[config.mk]
export PLATFORM = sky130hd
export DESIGN_NAME = fence_breach_alarm_reporter
export DESIGN_NICKNAME = d
export VERILOG_FILES = /design/src/hw/rtl/fbar_pkg.sv /design/src/hw/rtl/fence_breach_alarm_reporter.sv /design/src/hw/rtl/fbar_tick.sv
export VERILOG_INCLUDE_DIRS = /design/src /design/src/hw/rtl
export SDC_FILE = /design/constraint.sdc
export NUM_CORES = 1
export LEC_CHECK = 0
export BUFFER_PORTS_ARGS = -buffer_cell sky130_fd_sc_hd__buf_2
export CORE_UTILIZATION = 56
export CTS_BUF_LIST = sky130_fd_sc_hd__clkbuf_16
export CTS_CLUSTER_DIAMETER = 200
export DETAILED_ROUTE_END_ITERATION = 10
export HOLD_SLACK_MARGIN = 0.03
export PLACE_DENSITY = 0.77
export SLEW_MARGIN = 40
export SYNTH_ARGS = -nofsm -noshare
export SYNTH_HDL_FRONTEND = slang
export SYNTH_SLANG_ARGS = --single-unit
[constraint.sdc]
create_clock -name clk -period 7.4 [get_ports clk]
set_input_delay 1.11 -clock clk [delete_from_list [all_inputs] [get_ports clk]]
set_output_delay 1.11 -clock clk [all_outputs]
set_load 0.02 [all_outputs]
[src/hw/rtl/assert_macros.svh]
// ---------------------------------------------------------------------------
// Assertion macros
// Shared concurrent assertion forms for the RTL, clocked on the rising edge
// and disabled while reset is held.
// ---------------------------------------------------------------------------
`ifndef ASSERT_MACROS_SVH
`define ASSERT_MACROS_SVH

// antecedent implies consequent in the same cycle
`define ASSERT_SAME(label, clk_s, rst_s, ante, cons, msg) \
  label: assert property (@(posedge clk_s) disable iff (!(rst_s)) (ante) |-> (cons)) \
    else $error(msg);

// antecedent implies consequent in the next cycle
`define ASSERT_NEXT(label, clk_s, rst_s, ante, cons, msg) \
  label: assert property (@(posedge clk_s) disable iff (!(rst_s)) (ante) |=> (cons)) \
    else $error(msg);

`endif

[src/hw/rtl/fbar_pkg.sv]
// ---------------------------------------------------------------------------
// Fence breach alarm reporter package
// Types, register defaults and report code helper shared by the block.
// ---------------------------------------------------------------------------
package fbar_pkg;

  localparam int unsigned TimerW   = 32;
  localparam int unsigned IntervalW = 16;
  localparam int unsigned CodeW    = 14;
  localparam int unsigned CfgDataW = 32;
  localparam int unsigned CfgIdxW  = 2;

  localparam logic [IntervalW-1:0] BreachTicksRst   = 16'd2400;
  localparam logic [IntervalW-1:0] AlertIntTicksRst = 16'd2000;
  localparam logic [TimerW-1:0]    HeartbeatTicksRst = 32'd3600000;

  localparam logic [CodeW-1:0] CodeBaseLeft      = 14'd13200;
  localparam logic [CodeW-1:0] CodeBaseRight     = 14'd13300;
  localparam logic [CodeW-1:0] CodeBaseLid       = 14'd13400;
  localparam logic [CodeW-1:0] CodeBaseHeartbeat = 14'd13500;
  localparam logic [CodeW-1:0] CodeMax           = 14'd13508;

  typedef enum logic [CfgIdxW-1:0] {
    REG_BREACH_TICKS    = 2'd0,
    REG_ALERT_INTERVAL  = 2'd1,
    REG_HEARTBEAT_TICKS = 2'd2
  } reg_idx_t;

  typedef enum logic [1:0] {
    CAUSE_LEFT      = 2'd0,
    CAUSE_RIGHT     = 2'd1,
    CAUSE_LID       = 2'd2,
    CAUSE_HEARTBEAT = 2'd3
  } cause_t;

  typedef struct packed {
    logic right_side_closed;
    logic right_centre_closed;
    logic left_side_closed;
    logic left_centre_closed;
    logic lid_open;
  } sensor_t;

  typedef struct packed {
    logic [IntervalW-1:0] breach_ticks;
    logic [IntervalW-1:0] alert_interval_ticks;
    logic [TimerW-1:0]    heartbeat_ticks;
  } cfg_t;

  typedef struct packed {
    logic             report_valid;
    logic [CodeW-1:0] report_code;
    logic             alert_active;
    logic             left_alarm;
    logic             right_alarm;
  } result_t;

  function automatic logic [CodeW-1:0] make_code(cause_t cause, logic left, logic right,
                                                 logic lid);
    logic [CodeW-1:0] base;
    unique case (cause)
      CAUSE_LEFT:  base = CodeBaseLeft;
      CAUSE_RIGHT: base = CodeBaseRight;
      CAUSE_LID:   base = CodeBaseLid;
      default:     base = CodeBaseHeartbeat;
    endcase
    return base + {13'd0, left} + {12'd0, right, 1'b0} + (lid ? 14'd5 : 14'd0);
  endfunction

endpackage

[src/hw/rtl/fence_breach_alarm_reporter.sv]
// ---------------------------------------------------------------------------
// Fence breach alarm reporter
// Turns one millisecond tick of fence switch and lid levels into one status
// item with an optional alert or heartbeat report code.
// ---------------------------------------------------------------------------
// Usage:
//   Input channel in_*: one item per tick with the four switch levels and
//   the lid level, taken when in_valid and in_ready are both high.
//   Output channel out_*: exactly one item per input item, in order, taken
//   when out_valid and out_ready are both high.
//   Configuration port cfg_*: register index 0 breach ticks, 1 alert interval
//   ticks, 2 heartbeat ticks; written when cfg_write_en is high. Write only while
//   the block is idle; the block itself does not enforce this. Other indexes are ignored.
//   Path: an accepted item is held in the input register, then the result
//   register is loaded from the tick logic.
//   Throughput: 1 item per cycle while out_ready does not stall the output; the
//   timer and alert state closes its feedback loop through combinational logic.
//   Reset: timers and alarm history clear, alert off, cause heartbeat,
//   registers return to their defaults; both stages empty.
//   Stall: while out_ready is low the result register holds, the input
//   register takes one more item, then in_ready drops until the result moves.
// ---------------------------------------------------------------------------
`include "assert_macros.svh"

module fence_breach_alarm_reporter (
  input  logic                                 clk,
  input  logic                                 rst_n,
  input  logic                                 in_valid,
  output logic                                 in_ready,
  input  logic                                 in_right_side_closed,
  input  logic                                 in_right_centre_closed,
  input  logic                                 in_left_side_closed,
  input  logic                                 in_left_centre_closed,
  input  logic                                 in_lid_open,
  output logic                                 out_valid,
  input  logic                                 out_ready,
  output logic                                 out_report_valid,
  output logic [fbar_pkg::CodeW-1:0]           out_report_code,
  output logic                                 out_alert_active,
  output logic                                 out_left_alarm,
  output logic                                 out_right_alarm,
  input  logic                                 cfg_write_en,
  input  logic [fbar_pkg::CfgIdxW-1:0]         cfg_index,
  input  logic [fbar_pkg::CfgDataW-1:0]        cfg_data
);

  fbar_pkg::cfg_t    cfg_r;
  logic              stage_valid_r;
  fbar_pkg::sensor_t stage_r;
  logic              out_valid_r;
  fbar_pkg::result_t out_r;
  fbar_pkg::result_t tick_result;
  logic              advance;

  assign advance  = stage_valid_r && (!out_valid_r || out_ready);
  assign in_ready = !stage_valid_r || advance;

  always_ff @(posedge clk) begin
    if (!rst_n) begin
      cfg_r.breach_ticks         <= fbar_pkg::BreachTicksRst;
      cfg_r.alert_interval_ticks <= fbar_pkg::AlertIntTicksRst;
      cfg_r.heartbeat_ticks      <= fbar_pkg::HeartbeatTicksRst;
    end else if (cfg_write_en) begin
      unique case (cfg_index)
        fbar_pkg::REG_BREACH_TICKS:
          cfg_r.breach_ticks <= cfg_data[fbar_pkg::IntervalW-1:0];
        fbar_pkg::REG_ALERT_INTERVAL:
          cfg_r.alert_interval_ticks <= cfg_data[fbar_pkg::IntervalW-1:0];
        fbar_pkg::REG_HEARTBEAT_TICKS:
          cfg_r.heartbeat_ticks <= cfg_data[fbar_pkg::TimerW-1:0];
        default: begin
        end
      endcase
    end
  end

  always_ff @(posedge clk) begin
    if (!rst_n) begin
      stage_valid_r <= 1'b0;
    end else if (in_ready) begin
      stage_valid_r <= in_valid;
    end
  end

  always_ff @(posedge clk) begin
    if (in_valid && in_ready) begin
      stage_r.right_side_closed   <= in_right_side_closed;
      stage_r.right_centre_closed <= in_right_centre_closed;
      stage_r.left_side_closed    <= in_left_side_closed;
      stage_r.left_centre_closed  <= in_left_centre_closed;
      stage_r.lid_open            <= in_lid_open;
    end
  end

  fbar_tick u_tick (
    .clk     (clk),
    .rst_n   (rst_n),
    .step_en (advance),
    .sensor  (stage_r),
    .cfg     (cfg_r),
    .result  (tick_result)
  );

  always_ff @(posedge clk) begin
    if (!rst_n) begin
      out_valid_r <= 1'b0;
    end else if (!out_valid_r || out_ready) begin
      out_valid_r <= stage_valid_r;
    end
  end

  always_ff @(posedge clk) begin
    if (advance) begin
      out_r <= tick_result;
    end
  end

  assign out_valid        = out_valid_r;
  assign out_report_valid = out_r.report_valid;
  assign out_report_code  = out_r.report_code;
  assign out_alert_active = out_r.alert_active;
  assign out_left_alarm   = out_r.left_alarm;
  assign out_right_alarm  = out_r.right_alarm;

  `ASSERT_SAME(a_code_zero_idle, clk, rst_n, out_valid_r && !out_r.report_valid,
               out_r.report_code == '0, "report code set without a report")
  `ASSERT_SAME(a_code_range, clk, rst_n, out_valid_r && out_r.report_valid,
               (out_r.report_code >= fbar_pkg::CodeBaseLeft) &&
               (out_r.report_code <= fbar_pkg::CodeMax), "report code out of range")
  `ASSERT_NEXT(a_stage_holds, clk, rst_n, stage_valid_r && out_valid_r && !out_ready,
               stage_valid_r && $stable(stage_r), "input register lost an item on stall")
  `ASSERT_SAME(a_ready_only_full, clk, rst_n, !in_ready,
               stage_valid_r && out_valid_r, "input stalled with a free stage")

endmodule

[src/hw/rtl/fbar_tick.sv]
// ---------------------------------------------------------------------------
// Fence breach tick engine
// Holds the alarm timers and alert state and forms the result of one tick.
// ---------------------------------------------------------------------------
module fbar_tick (
  input  logic              clk,
  input  logic              rst_n,
  input  logic              step_en,
  input  fbar_pkg::sensor_t sensor,
  input  fbar_pkg::cfg_t    cfg,
  output fbar_pkg::result_t result
);

  localparam logic [fbar_pkg::TimerW-1:0] TimerMax = '1;

  logic                          left_prev_r, left_prev_nxt;
  logic                          right_prev_r, right_prev_nxt;
  logic [fbar_pkg::TimerW-1:0]   left_elapsed_r, left_elapsed_nxt;
  logic [fbar_pkg::TimerW-1:0]   right_elapsed_r, right_elapsed_nxt;
  logic [fbar_pkg::TimerW-1:0]   since_report_r, since_report_nxt;
  logic                          alert_r, alert_nxt;
  fbar_pkg::cause_t              cause_r, cause_nxt;

  logic                          left_alarm, right_alarm;
  logic [fbar_pkg::TimerW-1:0]   since_inc, since_mid;
  logic [fbar_pkg::TimerW-1:0]   breach_ext, interval_ext;
  logic                          alert_raised;
  fbar_pkg::cause_t              cause_mid;
  logic                          alert_report, alert_clear, heartbeat;

  always_comb begin
    left_alarm  = !(sensor.left_side_closed && !sensor.left_centre_closed);
    right_alarm = !(sensor.right_side_closed && !sensor.right_centre_closed);
    breach_ext   = {{(fbar_pkg::TimerW-fbar_pkg::IntervalW){1'b0}}, cfg.breach_ticks};
    interval_ext = {{(fbar_pkg::TimerW-fbar_pkg::IntervalW){1'b0}}, cfg.alert_interval_ticks};

    left_elapsed_nxt  = (left_elapsed_r == TimerMax) ? left_elapsed_r : left_elapsed_r + 1'b1;
    right_elapsed_nxt = (right_elapsed_r == TimerMax) ? right_elapsed_r : right_elapsed_r + 1'b1;
    since_inc         = (since_report_r == TimerMax) ? since_report_r : since_report_r + 1'b1;
    if (left_alarm && !left_prev_r) begin
      left_elapsed_nxt = '0;
    end
    if (right_alarm && !right_prev_r) begin
      right_elapsed_nxt = '0;
    end
    left_prev_nxt  = left_alarm;
    right_prev_nxt = right_alarm;

    alert_raised = 1'b1;
    cause_mid    = cause_r;
    priority if (alert_r) begin
      alert_raised = 1'b0;
    end else if (left_alarm && (left_elapsed_nxt > breach_ext)) begin
      cause_mid = fbar_pkg::CAUSE_LEFT;
    end else if (right_alarm && (right_elapsed_nxt > breach_ext)) begin
      cause_mid = fbar_pkg::CAUSE_RIGHT;
    end else if (sensor.lid_open) begin
      cause_mid = fbar_pkg::CAUSE_LID;
    end else begin
      alert_raised = 1'b0;
    end

    alert_nxt    = alert_r || alert_raised;
    alert_report = alert_nxt && (since_inc > interval_ext);
    alert_clear  = alert_nxt && !sensor.lid_open && !left_alarm && !right_alarm;
    since_mid    = (alert_report || alert_clear) ? '0 : since_inc;
    if (alert_clear) begin
      alert_nxt = 1'b0;
    end

    heartbeat        = since_mid > cfg.heartbeat_ticks;
    since_report_nxt = heartbeat ? '0 : since_mid;
    cause_nxt        = heartbeat ? fbar_pkg::CAUSE_HEARTBEAT : cause_mid;

    result.report_valid = alert_report || heartbeat;
    result.report_code  = (alert_report || heartbeat)
                        ? fbar_pkg::make_code(cause_nxt, left_alarm, right_alarm,
                                              sensor.lid_open)
                        : '0;
    result.alert_active = alert_nxt;
    result.left_alarm   = left_alarm;
    result.right_alarm  = right_alarm;
  end

  always_ff @(posedge clk) begin
    if (!rst_n) begin
      left_prev_r     <= 1'b0;
      right_prev_r    <= 1'b0;
      left_elapsed_r  <= '0;
      right_elapsed_r <= '0;
      since_report_r  <= '0;
      alert_r         <= 1'b0;
      cause_r         <= fbar_pkg::CAUSE_HEARTBEAT;
    end else if (step_en) begin
      left_prev_r     <= left_prev_nxt;
      right_prev_r    <= right_prev_nxt;
      left_elapsed_r  <= left_elapsed_nxt;
      right_elapsed_r <= right_elapsed_nxt;
      since_report_r  <= since_report_nxt;
      alert_r         <= alert_nxt;
      cause_r         <= cause_nxt;
    end
  end

endmodule

# ---- After elaboration in Yosys (flattened, before gate mapping)
# Cells that the tools add are included.
dict set report op_classes {
  addsub 6
  n_lt_le_gt_ge 4
  eq_ne 7
  muxes 19
  n_reduce_logical 31
}
# cell count
set ops {}
lappend ops {{32-bit 2-to-1 mux} 7}
lappend ops {{32-bit by 1-bit adder with 32-bit output (second input constant)} 3}
lappend ops {{32-bit == test (second input constant)} 3}
lappend ops {{32-bit by 16-bit greater-than comparator with 1-bit output} 3}
lappend ops {{11-bit one-hot mux with 3 select lines} 1}
lappend ops {{32-bit greater-than comparator} 1}
lappend ops {{13-bit by 2-bit adder with 14-bit output} 1}
lappend ops {{14-bit adder} 1}
lappend ops {{14-bit by 2-bit adder with 14-bit output} 1}
lappend ops {{1-bit logical AND} 12}
lappend ops {{2-bit 2-to-1 mux} 5}
lappend ops {{1-bit logical NOT} 9}
lappend ops {{2-bit AND reduction} 3}
lappend ops {{1-bit logical OR} 5}
lappend ops {{1-bit 2-to-1 mux} 5}
lappend ops {{2-bit by 1-bit == test with 1-bit output (second input constant)} 2}
lappend ops {{2-bit == test (second input constant)} 2}
lappend ops {{2-bit logical NOT} 2}
lappend ops {{3-bit 2-to-1 mux} 1}
dict set report totals {
  reg_bits 190
  out_inout_bits 20
  elab_cells 89
}

# ---- Logic depth before layout (Yosys ltp)
dict set report depth {
  word_depth 23
  ltp_mapped 41
  ltp_nobuf 37
}

# ---- Hierarchy
# Synthesis repeated with hierarchy kept, for this count alone.
dict set report unflattened {
  cells_unflattened 1623
  area_unflattened_um2 12952.4
}
# module n_inst cells_per_inst area_per_inst_um2 seq_area_each_um2
set modules_own_cells {}
lappend modules_own_cells {fbar_tick 1 1329 9616.7 2021.9}
lappend modules_own_cells {fence_breach_alarm_reporter 1 294 3335.7 2011.9}

# ---- Worst setup path before layout
# Ideal clock, no wire load.
dict set report synth_path {
  path_kind {register -> register}
  from {register u_tick.left_elapsed_r[7] (netlist bit)}
  to {register out_r, in the netlist out_report_code[6], data pin}
  setup_ns 0.256
  arrival_time_ns 7.533
  setup_slack_ns -0.389
  path_stages_with_launch 40
  path_buffers 4
  cell_sequence {dfxtp_1 -> clkbuf_1 -> nand4_1 -> or4_1 -> or3_1 -> clkbuf_1 -> nand4_1 -> nor2_1 -> and4_1 -> xnor2_1 -> nor2_1 -> ha_1 -> nand4_1 -> nor4_1 -> or3_1 -> o221ai_1 -> o21a_1 -> or2_2 -> [... 4 more ...] -> ha_1 -> a21o_1 -> a21oi_1 -> nor2b_1 -> o41ai_1 -> and4b_1 -> nor2_1 -> a21o_1 -> a21oi_1 -> inv_1 -> ha_1 -> a21oi_1 -> nor2_1 -> nand2_1 -> o21ai_0 -> a41oi_1 -> o31ai_1 -> and4b_1}
}
dict set report synth_via {
  elab_chain_cells 20
  elab_cells_between_ends 27
  cone_classes {add/sub: 4; order compare: 2; eq/ne: 3; mux: 9; reduce/logical: 9}
}
# element line_no
set synth_rtl {}
lappend synth_rtl {{from (decl)} fbar_tick.sv:18} ;# logic [fbar_pkg::TimerW-1:0] left_elapsed_r, left_elapsed_nxt;
lappend synth_rtl {{from (signal assigned)} fbar_tick.sv:97} ;# left_elapsed_r <= left_elapsed_nxt;
lappend synth_rtl {{32-bit by 1-bit adder with 32-bit output or 32-bit == test (tied branches)} fbar_tick.sv:37} ;# left_elapsed_nxt = (left_elapsed_r == TimerMax) ? left_elapsed_r : left_elapsed_r + 1'b1;
lappend synth_rtl {{32-bit 2-to-1 mux (*)} fbar_tick.sv:37}
lappend synth_rtl {{32-bit 2-to-1 mux (*)} fbar_tick.sv:40} ;# if (left_alarm && !left_prev_r) begin
lappend synth_rtl {{via u_tick.left_elapsed_nxt (one bit)} fbar_tick.sv:18}
lappend synth_rtl {{32-bit by 16-bit greater-than comparator with 1-bit output (*)} fbar_tick.sv:53} ;# end else if (left_alarm && (left_elapsed_nxt > breach_ext)) begin
lappend synth_rtl {{1-bit logical AND (*)} fbar_tick.sv:53}
lappend synth_rtl {{1-bit 2-to-1 mux} fbar_tick.sv:53}
lappend synth_rtl {{1-bit 2-to-1 mux} fbar_tick.sv:51} ;# priority if (alert_r) begin
lappend synth_rtl {{[... 6 more ...]} --}
lappend synth_rtl {{32-bit greater-than comparator} fbar_tick.sv:71} ;# heartbeat = since_mid > cfg.heartbeat_ticks;
lappend synth_rtl {{2-bit 2-to-1 mux (*)} fbar_tick.sv:73} ;# cause_nxt = heartbeat ? fbar_pkg::CAUSE_HEARTBEAT : cause_mid;
lappend synth_rtl {{via u_tick.cause_nxt[0]} fbar_tick.sv:22} ;# fbar_pkg::cause_t cause_r, cause_nxt;
lappend synth_rtl {{2-bit == test, or another cell as far along} fbar_pkg.sv:61} ;# unique case (cause)
lappend synth_rtl {{11-bit one-hot mux with 3 select lines (*)} fbar_pkg.sv:61}
lappend synth_rtl {{13-bit by 2-bit adder with 14-bit output (*)} fbar_pkg.sv:67} ;# return base + {13'd0, left} + {12'd0, right, 1'b0} + (lid ? 14'd5 : 14'd0);
lappend synth_rtl {{14-bit by 2-bit adder with 14-bit output (*)} fbar_pkg.sv:67}
lappend synth_rtl {{14-bit adder (*)} fbar_pkg.sv:67}
lappend synth_rtl {{to (signal assigned)} fence_breach_alarm_reporter.sv:114} ;# out_r <= tick_result;
lappend synth_rtl {{to (decl)} fence_breach_alarm_reporter.sv:51} ;# fbar_pkg::result_t out_r;
# The timed path passes the listed nets; every way through them passes the cells marked *.
# A chain may end at the register's enable or synchronous reset.

# ---- Final worst setup path
dict set report layout_path {
  from {register u_tick.left_elapsed_r[0] (netlist bit)}
  to {register out_r, in the netlist out_report_code[6], data pin}
}
# Same word-level chain as after synthesis.

==> impl_metrics.tcl <==
set metrics [dict create \
    status "finished, violations left" \
    violations "setup timing" \
    fin_setup_tns_ns -0.984 \
    hp-class "reg2reg" \
    synthCells 1625 \
    synth.most_common_cell "nand2_1" \
    cp_data_arrival_time_ns 8.02 \
    insertion_delay_ns 0.46 \
    cp_data_required_time_ns 7.72 \
    ys_async_sr_fraction_pct 0 \
    holdBufCountCts 0 \
    drc_errors 0 \
    dr.pass1.iters 6 \
    power_density_mw_per_mm2 152 \
    syn_to_final_growth_pct 20.2 \
    max-vdd-ir-drop_v 0.000128 \
    syn_nets 1760 \
    crit_path_frequent_cell "nor2_4" \
    synth_edf_count 22 \
    max_cap_violations 0 \
    finalWorstSetupSlack_ns -0.297 \
    ys_seq_area_share_pct 32.5 \
    ys_top_cells_by_area "dfxtp_1, ha_1, nand2_1" \
    drive_gt1_share_pct 20.5 \
    synthFlopType "dfxtp_1" \
    place_congestion 0.967 \
    antenna_found_initial 0 \
    path_clk_slew_ns 0.08 \
    postRouteAntennaNets 0 \
    netlist-cell-type-count 72 \
    yosys.area.top_type "dfxtp_1" \
    dp_hpwl_um 25500 \
    cts_sinks 189 \
    dieArea_mm2 0.0226 \
    cp_slowest_cell "or4_4" \
    layout.nets 1914 \
    cts_buffers 17 \
    syn_area_mm2 0.0123 \
    vias_per_cell 6.17 \
    setup_violations 5 \
    critPathMaxStageDelay_ns 0.55 \
    grt_use_total_pct 32.0 \
    routedWlPerCell_um 17.8 \
    die_x_um 150 \
    synth_common_cells "nand2_1, a21oi_1, dfxtp_1" \
    clockRootBuffer "clkbuf_16" \
    clockBufferDepth 2 \
    grt_pass1_wl_um 57200 \
    num_rows 53 \
    die_h_um 150 \
    top_level_ports 64 \
    p_leak_nw 6.02 \
    finalHoldViolCount 0 \
    start_util_pct 57.9 \
    crit_type "reg2reg" \
    cts_tree "built" \
    grt_setup_unrepaired "true" \
    yosysWarnings 0 \
    io_buffers 63 \
    grt.overflow.total 0 \
    grt_max_degree 87 \
    end_kind "register" \
    syn_avg_cell_area_um2 7.59 \
    coreArea_mm2 0.0213 \
    max_freq_mhz 130 \
    drt-total-wl_um 36800 \
    fillerInstances 1693 \
    finalCriticalPeriod_ns 7.70 \
    drt_iter0_markers 1100 \
    skew_ns 0.0133 \
    place_worst_setup_slack_ns -0.260 \
    crit_path_start_kind "register" \
    crit_fanout 7 \
    synth.ff_latch_count 189 \
    grt_pass1_vias 11600 \
    num_vias 12700 \
    worst_pin_slew_ns 0.830 \
    maxSlewViolCount 0 \
    antenna_cells 0 \
    synth_top_area_share_pct 27.1 \
    period_share_pct 104 \
    htreeDepth 4 \
    r2r_slack_ns -0.30 \
    slew_headroom_pct 44.7 \
]
[sequential cells by signal, summed over array words and instances (netlist names)]
register and flops:
out_report_code 13, stage_valid_r 1, out_left_alarm 1, u_tick.cause_r 2, cfg_r 64, u_tick.alert_r 1, out_valid 1, stage_r 5
out_report_valid 1, u_tick.left_elapsed_r 32, out_alert_active 1, u_tick.left_prev_r 1, u_tick.right_prev_r 1, u_tick.since_report_r 32, u_tick.right_elapsed_r 32, out_right_alarm 1
[cells in the final DEF (no fill, tap or decap), types with 10 or more instances in the layout]
master	synthesis	final
nand2_1	274	271
dfxtp_1	167	162
buf_4	3	162
a21oi_1	169	159
nor2_1	145	130
inv_1	97	94
ha_1	91	87
buf_2	6	63
nand4_1	53	53
nand3_1	54	53
o21ai_0	54	50
xnor2_1	38	37
nor3_1	35	35
o211ai_1	29	29
xor2_1	30	28
and3_1	23	23
edfxtp_1	22	22
or3_1	18	17
clkbuf_16	0	17
and2_1	15	15
a21o_1	15	15
and4_1	18	14
o21ai_2	12	14
nor2b_1	13	13
nor4_1	16	11
nand2b_1	11	10
mux2i_1	10	10
a211oi_1	13	10
[metal layers]
layer  part of all wire (%)  wire length (um)  GRT usage [%]
met4                    4.0              1470           13.7
met5                      0                 0              0
met1                     42             15300           40.5
met3                    6.6              2410           4.94
met2                     48             17600           53.9
[cell families (layout without fill, tap and decap cells)]
family | count (synthesis) | after routing | synth area share [%]
multiplexers | 11 | 11 | 0.903
AND/OR/NAND/NOR | 713 | 713 | 27.8
AO/OA/AOI/OAI | 359 | 362 | 18.4
buffers and inverters | 194 | 358 | 6.37
XOR/XNOR | 68 | 68 | 4.83
flip-flops | 189 | 189 | 32.5
adder cells (fa/ha/maj) | 91 | 91 | 9.23
[metrics by stage]
step / util [%] / instance area (um^2) / hold WS (ns) / power, mW / cells
after global routing: 69.6 / 14800 / 0.477 / 2.32 / 2067
after CTS: 68.2 / 14500 / 0.459 / 2.24 / 2059
after detailed placement: 64.5 / 13700 / 0.448 / 1.33 / 2013
after floorplan: - / 12400 / 0.436 / 1.24 / 1625
final: 69.6 / 14800 / 0.457 / 2.26 / 2067
after global placement: 64.4 / 13700 / 0.444 / 1.32 / 2012
[what timing repair did]
action / 4_1_cts / 5_1_grt
gates resized for setup: 26 / 55
setup buffers: 12 / 6
pin swaps: 14 / 49
setup endpoints to repair: 6 / 44
cloned: 2 / 2
[worst paths after layout]
kind	cells after the start	end	from
setup / recovery	36	out_report_code[6]	u_tick.left_elapsed_r[0]
hold reg to reg	2	cfg_r[24]	cfg_r[24]
hold / removal	2	cfg_r[24]	cfg_r[24]
setup reg to reg	36	out_report_code[6]	u_tick.left_elapsed_r[0]
[report_power, final]
group | leakage, nW | total [mW] | switching, mW | internal, mW
registers | 1.57 | 1.07 | 0.0137 | 1.06
clock network | 0.275 | 0.923 | 0.473 | 0.450
logic | 4.18 | 0.261 | 0.166 | 0.0947
total | 6.02 | 2.26 | 0.653 | 1.60
[cell type report]
class | count | area [um^2] | area share [%]
Tap cell | 275 | 344 | 2.32
Clock buffer | 17 | 425 | 2.87
Timing Repair Buffer | 229 | 1590 | 10.7
Multi-Input combinational cell | 1245 | 7940 | 53.5
Sequential cell | 189 | 4010 | 27.1
Inverter | 97 | 365 | 2.46
Clock inverter | 15 | 155 | 1.05
[worst max-delay path: cells and delay by family (launching register included)]
family / cells / cell delay (ns)
buffers and inverters: 2 / 0.25
AO/OA/AOI/OAI: 11 / 2.25
flip-flops: 1 / 0.36
AND/OR/NAND/NOR: 18 / 3.50
adder cells (fa/ha/maj): 4 / 1.00
XOR/XNOR: 1 / 0.18
(Power assumes the default switching activity.)
